<file path="src/rtl/bmp_pkg.sv">
// ----------------------------------------------------------------------------
// bmp_pkg
// Shared types, constants and the control program of the MSB-first bit packer.
// ----------------------------------------------------------------------------
package bmp_pkg;

	localparam int WORDS_PER_BUFFER = 64;
	localparam int WORD_BITS        = 16;
	localparam int VAL_W            = 64;
	localparam int CNT_W            = 7;
	localparam int POS_W            = 5;
	localparam int RADDR_W          = 6;
	localparam int OUT_ADDR_W       = 7;
	localparam int MAX_COUNT        = 64;

	// write address counts up to WORDS_PER_BUFFER itself (buffer full)
	localparam int ADDR_W    = $clog2(WORDS_PER_BUFFER + 1);
	localparam int IDX_W     = (WORDS_PER_BUFFER > 1) ? $clog2(WORDS_PER_BUFFER) : 1;
	localparam int MEM_AW    = IDX_W + 1;
	localparam int MEM_DEPTH = 2 ** MEM_AW;

	localparam logic [POS_W-1:0] POS_FULL = POS_W'(WORD_BITS);

	localparam logic [1:0] MODE_APPEND = 2'd0;
	localparam logic [1:0] MODE_MERGE  = 2'd1;
	localparam logic [1:0] MODE_READ   = 2'd2;

	localparam logic BUF_DATA  = 1'b0;
	localparam logic BUF_SETUP = 1'b1;

	typedef enum logic [2:0] {
		OP_NOP,
		OP_LOAD,
		OP_CHUNK,
		OP_EMIT,
		OP_RD_SEL,
		OP_LD_RWORD,
		OP_RD_DATA,
		OP_LD_WORD
	} op_t;

	typedef enum logic [2:0] {
		J_NEXT,
		J_GOTO,
		J_DISPATCH,
		J_IF_REM,
		J_IF_WORD,
		J_WAIT_OUT
	} jmp_t;

	localparam int PC_W = 4;

	localparam logic [PC_W-1:0] PC_IDLE     = 4'd0;
	localparam logic [PC_W-1:0] PC_APPEND   = 4'd1;
	localparam logic [PC_W-1:0] PC_OUT      = 4'd2;
	localparam logic [PC_W-1:0] PC_READ     = 4'd3;
	localparam logic [PC_W-1:0] PC_READ_LD  = 4'd4;
	localparam logic [PC_W-1:0] PC_MERGE    = 4'd5;
	localparam logic [PC_W-1:0] PC_MERGE_LD = 4'd6;
	localparam logic [PC_W-1:0] PC_MERGE_CH = 4'd7;
	localparam logic [PC_W-1:0] PC_MERGE_NX = 4'd8;
	localparam logic [PC_W-1:0] PC_MERGE_DN = 4'd9;

	typedef struct packed {
		op_t             op;
		logic            in_ready;
		jmp_t            jmp;
		logic [PC_W-1:0] target;
	} ctrl_t;

	typedef struct packed {
		logic       accept;
		logic [1:0] mode;
		logic       rem_more;
		logic       word_more;
		logic       out_busy;
	} status_t;

	// control store
	function automatic ctrl_t ucode(input logic [PC_W-1:0] pc);
		ctrl_t c;
		c = '{op: OP_NOP, in_ready: 1'b0, jmp: J_GOTO, target: PC_IDLE};
		case (pc)
			PC_IDLE:     c = '{op: OP_LOAD,     in_ready: 1'b1, jmp: J_DISPATCH, target: PC_IDLE};
			PC_APPEND:   c = '{op: OP_CHUNK,    in_ready: 1'b0, jmp: J_IF_REM,   target: PC_APPEND};
			PC_OUT:      c = '{op: OP_EMIT,     in_ready: 1'b0, jmp: J_WAIT_OUT, target: PC_IDLE};
			PC_READ:     c = '{op: OP_RD_SEL,   in_ready: 1'b0, jmp: J_NEXT,     target: PC_IDLE};
			PC_READ_LD:  c = '{op: OP_LD_RWORD, in_ready: 1'b0, jmp: J_GOTO,     target: PC_OUT};
			PC_MERGE:    c = '{op: OP_RD_DATA,  in_ready: 1'b0, jmp: J_NEXT,     target: PC_IDLE};
			PC_MERGE_LD: c = '{op: OP_LD_WORD,  in_ready: 1'b0, jmp: J_NEXT,     target: PC_IDLE};
			PC_MERGE_CH: c = '{op: OP_CHUNK,    in_ready: 1'b0, jmp: J_IF_REM,   target: PC_MERGE_CH};
			PC_MERGE_NX: c = '{op: OP_NOP,      in_ready: 1'b0, jmp: J_IF_WORD,  target: PC_MERGE};
			PC_MERGE_DN: c = '{op: OP_NOP,      in_ready: 1'b0, jmp: J_GOTO,     target: PC_OUT};
			default:     c = '{op: OP_NOP,      in_ready: 1'b0, jmp: J_GOTO,     target: PC_IDLE};
		endcase
		return c;
	endfunction

endpackage

</file>
<file path="src/rtl/bmp_in_if.sv">
// ----------------------------------------------------------------------------
// bmp_in_if
// Input channel of the bit packer: valid/ready plus one input item.
// ----------------------------------------------------------------------------
interface bmp_in_if;
	logic        valid;
	logic        ready;
	logic [1:0]  mode;
	logic        buffer_select;
	logic [63:0] value;
	logic [6:0]  bit_count;
	logic [5:0]  read_address;

	modport source (
		output valid, mode, buffer_select, value, bit_count, read_address,
		input  ready
	);

	modport sink (
		input  valid, mode, buffer_select, value, bit_count, read_address,
		output ready
	);
endinterface

</file>
<file path="src/rtl/bmp_out_if.sv">
// ----------------------------------------------------------------------------
// bmp_out_if
// Result channel of the bit packer: valid/ready plus one result item.
// ----------------------------------------------------------------------------
interface bmp_out_if;
	logic        valid;
	logic        ready;
	logic [15:0] read_word;
	logic [6:0]  word_address;
	logic [4:0]  free_bits;
	logic        overflow;

	modport source (
		output valid, read_word, word_address, free_bits, overflow,
		input  ready
	);

	modport sink (
		input  valid, read_word, word_address, free_bits, overflow,
		output ready
	);
endinterface

</file>
<file path="src/rtl/msb_first_bit_packer_top.sv">
// ----------------------------------------------------------------------------
// msb_first_bit_packer_top
// MSB-first bit packer with a data and a setup buffer, run by a microcoded
// sequencer over a single chunk packer and a 1W/1R word memory.
// Append: one chunk per word touched (up to 5).
// Read: memory read, load of the read word, output.
// Merge: per data word a memory read, a load, one or two chunks and a loop
//   test, then the output step.
// One transaction in flight; the next is taken while a result waits.
// Reset: async, clears both buffers at once through per-word valid bits.
// ----------------------------------------------------------------------------
module msb_first_bit_packer_top (
	input  logic      clk,
	input  logic      arst_n,
	bmp_in_if.sink    item,
	bmp_out_if.source result
);
	import bmp_pkg::*;

	ctrl_t             ctrl;
	status_t           status;
	logic              mem_we;
	logic [MEM_AW-1:0] mem_waddr;
	logic [15:0]       mem_wdata;
	logic              mem_re;
	logic [MEM_AW-1:0] mem_raddr;
	logic [15:0]       mem_rdata;

	bmp_sequencer u_seq (
		.clk    (clk),
		.arst_n (arst_n),
		.status (status),
		.ctrl   (ctrl)
	);

	bmp_datapath u_dp (
		.clk       (clk),
		.arst_n    (arst_n),
		.ctrl      (ctrl),
		.status    (status),
		.item      (item),
		.result    (result),
		.mem_we    (mem_we),
		.mem_waddr (mem_waddr),
		.mem_wdata (mem_wdata),
		.mem_re    (mem_re),
		.mem_raddr (mem_raddr),
		.mem_rdata (mem_rdata)
	);

	bmp_word_store u_store (
		.clk    (clk),
		.arst_n (arst_n),
		.we     (mem_we),
		.waddr  (mem_waddr),
		.wdata  (mem_wdata),
		.re     (mem_re),
		.raddr  (mem_raddr),
		.rdata  (mem_rdata)
	);

endmodule

</file>
<file path="src/rtl/bmp_word_store.sv">
// ----------------------------------------------------------------------------
// bmp_word_store
// Word memory for both buffers, one write and one registered read per cycle.
// Per-entry valid bits make never-written words read as zero after reset.
// ----------------------------------------------------------------------------
module bmp_word_store (
	input  logic                      clk,
	input  logic                      arst_n,
	input  logic                      we,
	input  logic [bmp_pkg::MEM_AW-1:0] waddr,
	input  logic [15:0]               wdata,
	input  logic                      re,
	input  logic [bmp_pkg::MEM_AW-1:0] raddr,
	output logic [15:0]               rdata
);
	import bmp_pkg::*;

	logic [15:0]          mem [MEM_DEPTH];
	logic [MEM_DEPTH-1:0] vld_q;
	logic [15:0]          rdata_q;
	logic                 rvld_q;

	always_ff @(posedge clk) begin
		if (we) begin
			mem[waddr] <= wdata;
		end
		if (re) begin
			rdata_q <= mem[raddr];
		end
	end

	always_ff @(posedge clk or negedge arst_n) begin
		if (!arst_n) begin
			vld_q  <= '0;
			rvld_q <= 1'b0;
		end else begin
			if (we) begin
				vld_q[waddr] <= 1'b1;
			end
			if (re) begin
				rvld_q <= vld_q[raddr];
			end
		end
	end

	assign rdata = rvld_q ? rdata_q : 16'h0000;

endmodule

</file>
<file path="src/rtl/bmp_sequencer.sv">
// ----------------------------------------------------------------------------
// bmp_sequencer
// Step counter over the control store, with conditional jumps on datapath status.
// ----------------------------------------------------------------------------
module bmp_sequencer (
	input  logic             clk,
	input  logic             arst_n,
	input  bmp_pkg::status_t status,
	output bmp_pkg::ctrl_t   ctrl
);
	import bmp_pkg::*;

	logic [PC_W-1:0] pc_q;
	logic [PC_W-1:0] pc_d;
	logic [PC_W-1:0] pc_inc;

	assign ctrl   = ucode(pc_q);
	assign pc_inc = pc_q + PC_W'(1);

	always_comb begin
		pc_d = pc_inc;
		case (ctrl.jmp)
			J_NEXT:     pc_d = pc_inc;
			J_GOTO:     pc_d = ctrl.target;
			J_DISPATCH: begin
				if (!status.accept) begin
					pc_d = pc_q;
				end else begin
					case (status.mode)
						MODE_APPEND: pc_d = PC_APPEND;
						MODE_MERGE:  pc_d = PC_MERGE;
						MODE_READ:   pc_d = PC_READ;
						default:     pc_d = PC_OUT;
					endcase
				end
			end
			J_IF_REM:   pc_d = status.rem_more  ? ctrl.target : pc_inc;
			J_IF_WORD:  pc_d = status.word_more ? ctrl.target : pc_inc;
			J_WAIT_OUT: pc_d = status.out_busy  ? pc_q : ctrl.target;
			default:    pc_d = PC_IDLE;
		endcase
	end

	always_ff @(posedge clk or negedge arst_n) begin
		if (!arst_n) begin
			pc_q <= PC_IDLE;
		end else begin
			pc_q <= pc_d;
		end
	end

endmodule

</file>
<file path="src/rtl/bmp_datapath.sv">
// ----------------------------------------------------------------------------
// bmp_datapath
// Buffer state, chunk packer and output register, driven by the control word.
// ----------------------------------------------------------------------------
module bmp_datapath (
	input  logic                       clk,
	input  logic                       arst_n,
	input  bmp_pkg::ctrl_t             ctrl,
	output bmp_pkg::status_t           status,
	bmp_in_if.sink                     item,
	bmp_out_if.source                  result,
	output logic                       mem_we,
	output logic [bmp_pkg::MEM_AW-1:0] mem_waddr,
	output logic [15:0]                mem_wdata,
	output logic                       mem_re,
	output logic [bmp_pkg::MEM_AW-1:0] mem_raddr,
	input  logic [15:0]                mem_rdata
);
	import bmp_pkg::*;

	// per-buffer write pointer, free position and mirror of the partial word
	logic [ADDR_W-1:0] waddr_q [2];
	logic [POS_W-1:0]  pos_q   [2];
	logic [15:0]       cur_q   [2];

	logic              b_q;
	logic [VAL_W-1:0]  val_q;      // remaining bits, left aligned
	logic [CNT_W-1:0]  rem_q;
	logic [RADDR_W-1:0] raddr_q;
	logic [ADDR_W-1:0] idx_q;      // merge read index
	logic              ovf_q;
	logic [15:0]       rword_q;

	logic              out_vld_q;
	logic [15:0]       out_word_q;
	logic [6:0]        out_addr_q;
	logic [4:0]        out_free_q;
	logic              out_ovf_q;

	logic              accept;
	logic              out_busy;
	logic              emit_fire;
	logic [CNT_W-1:0]  cnt_sat;

	logic [ADDR_W-1:0] addr;
	logic [POS_W-1:0]  pos;
	logic              full;
	logic              active;
	logic [POS_W-1:0]  n;
	logic [15:0]       placed;
	logic [15:0]       keep_mask;
	logic [15:0]       word_new;
	logic [CNT_W-1:0]  rem_next;
	logic [ADDR_W-1:0] last;
	logic              raddr_ok;

	assign accept    = item.valid && ctrl.in_ready;
	assign item.ready = ctrl.in_ready;
	assign out_busy  = out_vld_q && !result.ready;
	assign emit_fire = (ctrl.op == OP_EMIT) && !out_busy;

	assign cnt_sat = (item.bit_count > CNT_W'(MAX_COUNT)) ? CNT_W'(MAX_COUNT) : item.bit_count;

	// chunk: take min(rem, pos) leading bits and place them below the free position
	always_comb begin
		addr      = waddr_q[b_q];
		pos       = pos_q[b_q];
		full      = addr >= ADDR_W'(WORDS_PER_BUFFER);
		active    = (ctrl.op == OP_CHUNK) && (rem_q != '0);
		n         = (rem_q < CNT_W'(pos)) ? rem_q[POS_W-1:0] : pos;
		placed    = val_q[VAL_W-1 -: 16] >> (POS_FULL - pos);
		keep_mask = 16'hFFFF << (pos - n);
		word_new  = cur_q[b_q] | (placed & keep_mask);
		rem_next  = rem_q - CNT_W'(n);
	end

	assign last     = (waddr_q[BUF_DATA] >= ADDR_W'(WORDS_PER_BUFFER))
		? ADDR_W'(WORDS_PER_BUFFER - 1) : waddr_q[BUF_DATA];
	assign raddr_ok = 32'(raddr_q) < 32'(WORDS_PER_BUFFER);

	assign mem_we    = active && !full;
	assign mem_waddr = {b_q, addr[IDX_W-1:0]};
	assign mem_wdata = word_new;
	assign mem_re    = (ctrl.op == OP_RD_SEL) || (ctrl.op == OP_RD_DATA);
	assign mem_raddr = (ctrl.op == OP_RD_SEL) ? {b_q, IDX_W'(raddr_q)}
		: {BUF_DATA, idx_q[IDX_W-1:0]};

	assign status.accept    = accept;
	assign status.mode      = item.mode;
	assign status.rem_more  = active && !full && (rem_next != '0);
	assign status.word_more = idx_q <= last;
	assign status.out_busy  = out_busy;

	always_ff @(posedge clk or negedge arst_n) begin
		if (!arst_n) begin
			for (int k = 0; k < 2; k++) begin
				waddr_q[k] <= '0;
				pos_q[k]   <= POS_FULL;
				cur_q[k]   <= '0;
			end
			rem_q <= '0;
			idx_q <= '0;
			b_q   <= BUF_DATA;
			ovf_q <= 1'b0;
		end else begin
			case (ctrl.op)
				OP_LOAD: begin
					if (accept) begin
						b_q   <= (item.mode == MODE_MERGE) ? BUF_SETUP : item.buffer_select;
						rem_q <= (item.mode == MODE_APPEND) ? cnt_sat : '0;
						idx_q <= '0;
						ovf_q <= 1'b0;
					end
				end
				OP_CHUNK: begin
					if (active) begin
						if (full) begin
							ovf_q <= 1'b1;
							rem_q <= '0;
						end else begin
							rem_q <= rem_next;
							if (n == pos) begin
								pos_q[b_q]   <= POS_FULL;
								waddr_q[b_q] <= addr + ADDR_W'(1);
								cur_q[b_q]   <= '0;
							end else begin
								pos_q[b_q] <= pos - n;
								cur_q[b_q] <= word_new;
							end
						end
					end
				end
				OP_RD_DATA: idx_q <= idx_q + ADDR_W'(1);
				OP_LD_WORD: rem_q <= CNT_W'(WORD_BITS);
				default: ;
			endcase
		end
	end

	// payload registers
	always_ff @(posedge clk) begin
		case (ctrl.op)
			OP_LOAD: begin
				if (accept) begin
					val_q   <= item.value << (CNT_W'(MAX_COUNT) - cnt_sat);
					raddr_q <= item.read_address;
					rword_q <= '0;
				end
			end
			OP_CHUNK: begin
				if (active && !full) begin
					val_q <= val_q << n;
				end
			end
			OP_LD_WORD:  val_q   <= {mem_rdata, {(VAL_W-16){1'b0}}};
			OP_LD_RWORD: rword_q <= raddr_ok ? mem_rdata : 16'h0000;
			default: ;
		endcase
	end

	always_ff @(posedge clk or negedge arst_n) begin
		if (!arst_n) begin
			out_vld_q <= 1'b0;
		end else if (emit_fire) begin
			out_vld_q <= 1'b1;
		end else if (result.ready) begin
			out_vld_q <= 1'b0;
		end
	end

	always_ff @(posedge clk) begin
		if (emit_fire) begin
			out_word_q <= rword_q;
			out_addr_q <= OUT_ADDR_W'(waddr_q[b_q]);
			out_free_q <= pos_q[b_q];
			out_ovf_q  <= ovf_q;
		end
	end

	assign result.valid        = out_vld_q;
	assign result.read_word    = out_word_q;
	assign result.word_address = out_addr_q;
	assign result.free_bits    = out_free_q;
	assign result.overflow     = out_ovf_q;

endmodule

</file>
<file path="src/flat_wrapper.sv">
// flat-port wrapper written by rule: the top's interface ports become plain ports
module msb_first_bit_packer_top_flat import bmp_pkg::*;
  (clk, arst_n, item_valid, item_mode, item_buffer_select, item_value, item_bit_count, item_read_address, item_ready, result_valid, result_read_word, result_word_address, result_free_bits, result_overflow, result_ready);
  bmp_in_if item_i ();
  bmp_out_if result_i ();
  input  logic clk;
  input  logic arst_n;
  input wire logic [$bits(item_i.valid)-1:0] item_valid;
  input wire logic [$bits(item_i.mode)-1:0] item_mode;
  input wire logic [$bits(item_i.buffer_select)-1:0] item_buffer_select;
  input wire logic [$bits(item_i.value)-1:0] item_value;
  input wire logic [$bits(item_i.bit_count)-1:0] item_bit_count;
  input wire logic [$bits(item_i.read_address)-1:0] item_read_address;
  output wire logic [$bits(item_i.ready)-1:0] item_ready;
  output wire logic [$bits(result_i.valid)-1:0] result_valid;
  output wire logic [$bits(result_i.read_word)-1:0] result_read_word;
  output wire logic [$bits(result_i.word_address)-1:0] result_word_address;
  output wire logic [$bits(result_i.free_bits)-1:0] result_free_bits;
  output wire logic [$bits(result_i.overflow)-1:0] result_overflow;
  input wire logic [$bits(result_i.ready)-1:0] result_ready;
  assign item_i.valid = item_valid;
  assign item_i.mode = item_mode;
  assign item_i.buffer_select = item_buffer_select;
  assign item_i.value = item_value;
  assign item_i.bit_count = item_bit_count;
  assign item_i.read_address = item_read_address;
  assign item_ready = item_i.ready;
  assign result_valid = result_i.valid;
  assign result_read_word = result_i.read_word;
  assign result_word_address = result_i.word_address;
  assign result_free_bits = result_i.free_bits;
  assign result_overflow = result_i.overflow;
  assign result_i.ready = result_ready;
  msb_first_bit_packer_top u_core (.clk(clk), .arst_n(arst_n), .item(item_i), .result(result_i));
endmodule
</file>
<file path="config.mk">
export PLATFORM = sky130hd
export DESIGN_NAME = msb_first_bit_packer_top_flat
export DESIGN_NICKNAME = d
export VERILOG_FILES = /design/src/rtl/bmp_pkg.sv /design/src/rtl/bmp_in_if.sv /design/src/rtl/bmp_out_if.sv /design/src/rtl/msb_first_bit_packer_top.sv /design/src/rtl/bmp_word_store.sv /design/src/rtl/bmp_sequencer.sv /design/src/rtl/bmp_datapath.sv /design/src/flat_wrapper.sv
export SDC_FILE = /design/constraint.sdc
export NUM_CORES = 2
export LEC_CHECK = 0
export ABC_CLOCK_PERIOD_IN_PS = 11500
export BUFFER_PORTS_ARGS = -buffer_cell sky130_fd_sc_hd__buf_4
export CORE_UTILIZATION = 53
export CTS_CLUSTER_DIAMETER = 80
export DETAILED_ROUTE_END_ITERATION = 8
export PLACE_DENSITY = 0.81
export SLEW_MARGIN = 20
export SYNTH_ARGS = -nofsm -noshare
export SYNTH_HDL_FRONTEND = slang
export SYNTH_SLANG_ARGS = --single-unit
export TNS_END_PERCENT = 20
</file>
<file path="constraint.sdc">
create_clock -name clk -period 11.5 [get_ports clk]
set_clock_uncertainty 0.2 [all_clocks]
set_input_delay 2.3 -clock clk [delete_from_list [all_inputs] [get_ports clk]]
set_output_delay 2.3 -clock clk [all_outputs]
set_load 0.005 [all_outputs]
</file>
# == Word-level counts from Yosys, hierarchy flattened ==
# Memory sizes are Yosys's and may differ from the RTL's. A register that Yosys moved wholly into a read port is not among the register bits.
# Index checks and enable logic that the tools add are counted.
# totals
regBits,321
romBits,160
ramBits,2048
in_bits,84
memories,2
word_cells,161
# mem_list
memory,depth,width,read_ports,rd_ports_with_merged_regs,wr,line,rtl
u_core.u_store.mem,128,16,1,1,1,bmp_word_store.sv:18,logic [15:0] mem [MEM_DEPTH];
(name not given),16,10,1,0,0,bmp_pkg.sv:83,case (pc)
# classes
n_reduce_logical,30
n_shift,4
magnitude_cmp,10
n_eq_ne,21
addsub,7
n_bitwise,10
n_mux,56
# ops
op,count
64-bit one-hot mux with 3 select lines,1
64-bit two-way mux,2
128-bit OR,1
16-bit two-way mux,6
7-bit two-way mux,12
64-bit by 5-bit << shifter with 64-bit output,1
64-bit by 7-bit << shifter with 64-bit output,1
32-bit AND,1
32-bit bitwise mux,1
32-bit two-way mux,1
32-bit inverter,1
16-bit one-hot mux with 2 select lines,1
5-bit two-way mux,5
4-bit one-hot mux with 6 select lines,1
7-bit one-hot mux with 3 select lines,1
"3-bit == test, second input constant",6
16-bit AND,1
16-bit demux with 1-bit select,1
"7-bit by 8-bit less-than comparator with 1-bit output, second input constant",2
4-bit two-way mux,4
16-bit OR,1
"16-bit by 5-bit << shifter with 16-bit output, first input constant",1
16-bit by 5-bit right shift with 16-bit output,1
"7-bit by 1-bit adder with 7-bit output, second input constant",2
46 further kinds,83

# == Depth between registers and ports, before layout ==
# logic_depth
depth_word,12
ltp_mapped,23

# == Modules after synthesis ==
# From an unflattened synthesis, not the netlist that was laid out.
# unflattened
cells_unflattened,5506
hier_area_um2,101865.2
# by_module_without_submodules
mod,instances,cells_each,area_per_inst_um2
bmp_word_store,1,3529,83804.1
bmp_datapath,1,1874,17242.8
bmp_sequencer,1,103,818.3

# == Worst setup path after synthesis ==
# Ideal clock, no wire load.
# synth_path
kind,register to register
start,reg u_core.u_dp.b_q
end,mem u_core.u_store.mem[0][0] (data pin)
stages_incl_launch_ff,20
arrival_time_ps,9616
n_path_buf,6
slack_ps,487
required_time_ps,10103
synth_period_minus_slack_ps,11013
setup_ps,1197
path_cell_list,dfrtp_1 -> buf_2 -> buf_2 -> mux2i_1 -> ha_1 -> a2111o_1 -> o21ai_0 -> nand2_2 -> inv_2 -> buf_4 -> buf_2 -> buf_2 -> ha_1 -> inv_1 -> ha_1 -> nor4_1 -> a221o_1 -> clkbuf_1 -> nand4_1 -> o21ai_0
# synth_via
elab_chain_len,10
# synth_lines
element,line,rtl
start: declaration,bmp_datapath.sv:26,logic b_q;
start signal: assignment,bmp_datapath.sv:109,b_q <= (item.mode == MODE_MERGE) ? BUF_SETUP : item.buffer_select;
1-bit inverter with 2-bit output (implied by the code) *,"bmp_datapath.sv:67, bmp_datapath.sv:73",
5-bit two-way mux (implied by the code) (3 in series),bmp_datapath.sv:67,pos = pos_q[b_q];
7-bit by 5-bit less-than comparator with 1-bit output,bmp_datapath.sv:70,n = (rem_q < CNT_W'(pos)) ? rem_q[POS_W-1:0] : pos;
5-bit two-way mux,bmp_datapath.sv:70,
5-bit subtractor,bmp_datapath.sv:72,keep_mask = 16'hFFFF << (pos - n);
16-bit by 5-bit << shifter with 16-bit output,bmp_datapath.sv:72,
16-bit AND,bmp_datapath.sv:73,word_new = cur_q[b_q] | (placed & keep_mask);
16-bit OR *,bmp_datapath.sv:73,
via u_core.mem_wdata[0],msb_first_bit_packer_top.sv:24,logic [15:0] mem_wdata;
end: declaration,bmp_word_store.sv:18,
# The timed path passes the listed nets; every way through them passes the cells marked *. The select of a mux whose other input is x is not followed.

# == Final worst setup path ==
# layout_path
start,reg u_core.u_dp.b_q
end,mem u_core.u_store.mem[107][1] (data pin)
# The elaborated chain is that of the path after synthesis.

==> reports/results.tsv <==
stage	metric	value	unit
clocking	cts_setup_buffers	0	
global_routing	gr-total-overflow	0	
synth	synth_edf_count	2179	
critical_path	critPathMaxStageDelay	0.82	ns
clocking	cts_inserted_buffers	223	
power	power.density	335	nW/um^2
route	num_vias	70475	
place	gp_congestion	1.02	
route	wl_per_cell	31.4	um
clocking	cts_tree	done	
critical_path	arrival	8.17	ns
sta	slew_viol_final	0	
route	viasPerCell	7.00	
synth	ys_seq_area_frac	0.683	
critical_path	crit_chain	buf_4 -> mux2i_2 -> ha_1 -> nand4bb_1 -> o21a_1 -> o21ai_1 -> nand2_2 -> buf_4 -> inv_2 -> ha_1 -> inv_1 -> ha_1 -> nor2_1 -> o211a_1 -> nor3_1 -> nand4_1 -> a2111oi_1 -> a211o_4 -> buf_4	
cells_and_area	final_common_cell	edfxtp_1	
synth	netlist_instances	7274	
clocking	htree_levels	4	
floorplanning	die-height	443	um
synth	synth_seq_cells	2385	
sta	timing.slew.headroom	0.154	
synth	synth_xor_area_frac	0.00194	
place	dp_slack	3.88	ns
floorplanning	die-area	197000	um^2
critical_path	cp_top_family	buffers and inverters	
critical_path	start_kind	flip-flop	
global_routing	grt_pass1_wl	456	mm
place	placed_area	107000	um^2
synth	async_flop_share	0.0864	
global_routing	grt_max_degree	187	
place	hpwlAfterDp	186	mm
critical_path	critPathMaxFanout	90	
sta	fin_crit_sh	0.682	
global_routing	grtUsageTotal	0.315	
sta	worst_slack	3.65	ns
cells_and_area	final_nets	7454	
sta	fin_crit	7.85	ns
global_routing	antenna_found_initial	21	
route	drc_errors	0	
critical_path	worstPathRequired	11.83	ns
global_routing	grt_pass1_vias	67672	
sta	worst_pin_slew	1.26	ns
synth	synthAdderAreaFrac	0.00346	
job	drv_cap	0	
power	p_leak	40.5	nW
power	combPwrFrac	0.439	
cells_and_area	layout_common_cells	edfxtp_1 (2179), nand2_1 (1082), buf_4 (363)	
floorplanning	io_pins	115	
critical_path	cp_num_buf_inv	5	
route	ant_nets	0	
clocking	cts_sinks	2385	
synth	syn_nets	7385	
synth	synth_compound_area_frac	0.103	
cells_and_area	area_growth	11.5	%
clocking	clk_latency	0.90	ns
critical_path	slowest_stage	a2111oi_1	
power	switchingPower	0.0162	W
synth	ys_types	89	
clocking	hold_buffers	0	
sta	rsz0062_at_grt	false	
synth	synth_top_family_by_area	compound AO/OA/AOI/OAI gates	
min_path	holdCritPathClass	reg -> reg	
sta	fin_tns_setup	0	ns
critical_path	end_kind	flip-flop	
floorplanning	num_rows	161	
sta	hold_viol_final	0	
floorplanning	initial_core_util	0.535	
status	status	complete, no violations	
synth	syn_area	103000	um^2
power	switching_share	0.421	
power	internal-power	0.0223	W
sta	setup_viol	0	
synth	synth.area.mux_share	0.0838	
route	totalWireLength	316	mm
cells_and_area	final_layout_size_suffix_gt1_frac	0.153	
clocking	cts_resized	0	
synth	synthFlopType	edfxtp_1	
power	p_seq_frac	0.366	
clocking	cts-root-buf	clkbuf_16	
synth	synthSimpleGateAreaFrac	0.101	
floorplanning	core_area	193000	um^2
cells_and_area	final_cell_area	115000	um^2
power	power.share.clock	0.195	
route	drtIter0Drc	12199	
route	drt_first_pass_iters	8	
floorplanning	die_w	443	um
critical_path	crit_type	reg -> reg	
power	ir_drop	0.339	mV
clocking	clk_pin_slew	0.06	ns
synth	yosysWarnings	0	
synth	syn_avg_cell_area	14.2	um^2
clocking	clock_path_buffers	3	
sta	fmax	127	MHz
place	io_buffers	114	
## synth_stat cells (25+ instances only)
master	number	area [um^2]
a211oi_1	349	2620
a21oi_1	80	400
a22o_1	85	744
a22oi_1	36	270
a311oi_1	321	2810
a31oi_1	31	194
a32oi_1	36	315
and3_1	351	2200
buf_1	40	150
buf_2	98	490
clkbuf_1	367	1380
dfrtp_1	204	5100
edfxtp_1	2179	65400
ha_1	27	338
inv_1	37	139
mux2i_1	346	3460
mux4_2	216	4860
nand2_1	1088	4080
nand3_1	150	751
nand4_1	55	344
nor2_1	294	1100
nor3_1	39	195
o211ai_1	32	240
o21ai_0	230	1150
o21ai_1	25	125
o22ai_1	31	194
or2_2	124	776
## per-layer routing
layer / routed length (um) / global-route usage
met5: 108 / 0
met4: 21400 / 0.185
met3: 40300 / 0.0796
met2: 145000 / 0.479
met1: 110000 / 0.411
## worst paths after layout
path | start | to | slack, ns | cells past startpoint
max | u_core.u_dp.b_q$_DFFE_PN0P_ | u_core.u_store.mem[107][1]$_DFFE_PP_ | 3.65 | 19
min | u_core.u_dp.rword_q[6]$_SDFFCE_PN0P_ | u_core.u_dp.result.read_word[6]$_DFFE_PP_ | 0.18 | 0
max reg2reg | u_core.u_dp.b_q$_DFFE_PN0P_ | u_core.u_store.mem[107][1]$_DFFE_PP_ | 3.65 | 19
min reg2reg | u_core.u_dp.rword_q[6]$_SDFFCE_PN0P_ | u_core.u_dp.result.read_word[6]$_DFFE_PP_ | 0.18 | 0
max in group asynchronous | arst_n | u_core.u_dp.pos_q[9]$_DFFE_PN1P_ | 8.29 | 4
min in group asynchronous | arst_n | u_core.u_store.vld_q[14]$_DFFE_PN0P_ | 1.14 | 1
## metrics by stage
step / utilization / cells / total power [W] / hold slack (ns)
6_report: 0.597 / 10075 / 0.0385 / 0.179
3_3_place_gp: 0.557 / 9641 / 0.0300 / 0.208
2_1_floorplan: - / 7274 / 0.0246 / 0.200
4_1_cts: 0.596 / 10057 / 0.0379 / 0.180
5_1_grt: 0.596 / 10066 / 0.0396 / 0.193
3_5_place_dp: 0.557 / 9641 / 0.0304 / 0.206
## state kept, by name (all words and copies together) (netlist names), 4 cells and up
signal and flops:
u_core.u_dp.result.read_word 16, u_core.u_store.vld_q 128, u_core.u_dp.idx_q 7, u_core.u_dp.val_q 64, u_core.u_dp.cur_q 32, u_core.u_dp.waddr_q 14
u_core.u_dp.result.word_address 7, u_core.u_dp.pos_q 10, u_core.u_dp.result.free_bits 5, u_core.u_dp.rword_q 16, u_core.u_dp.raddr_q 6, u_core.u_dp.rem_q 7
u_core.u_store.mem 2048, u_core.u_seq.pc_q 4, u_core.u_store.rdata_q 16
## power groups by stage
stage | Combinational (W) | Clock, W | Sequential [W]
after CTS | 0.0163 | 0.00756 | 0.0141
after global routing | 0.0176 | 0.00789 | 0.0141
after detailed placement | 0.0161 | 0 | 0.0142
final | 0.0169 | 0.00753 | 0.0141
after global placement | 0.0158 | 0 | 0.0142
after floorplan | 0.0101 | 0 | 0.0145
## layout make-up
class	instances	area, um^2
clock inverter	124	1490
clock buffer	292	6020
fill	13566	77900
inverter	43	174
antenna	15	37.5
multi-input combinational	4314	30600
timing repair buffer	376	3000
sequential	2385	70600
tap	2526	3160
## cells by family after synthesis
| group | count (synthesis) |
|---|---|
| multiplexers | 590 |
| flip-flops | 2385 |
| AO/OA/AOI/OAI | 1438 |
| adder cells (fa/ha/maj) | 29 |
| other | 1 |
| buffers and inverters | 575 |
| XOR/XNOR | 22 |
| AND/OR/NAND/NOR | 2234 |
(Power assumes the default switching activity.)
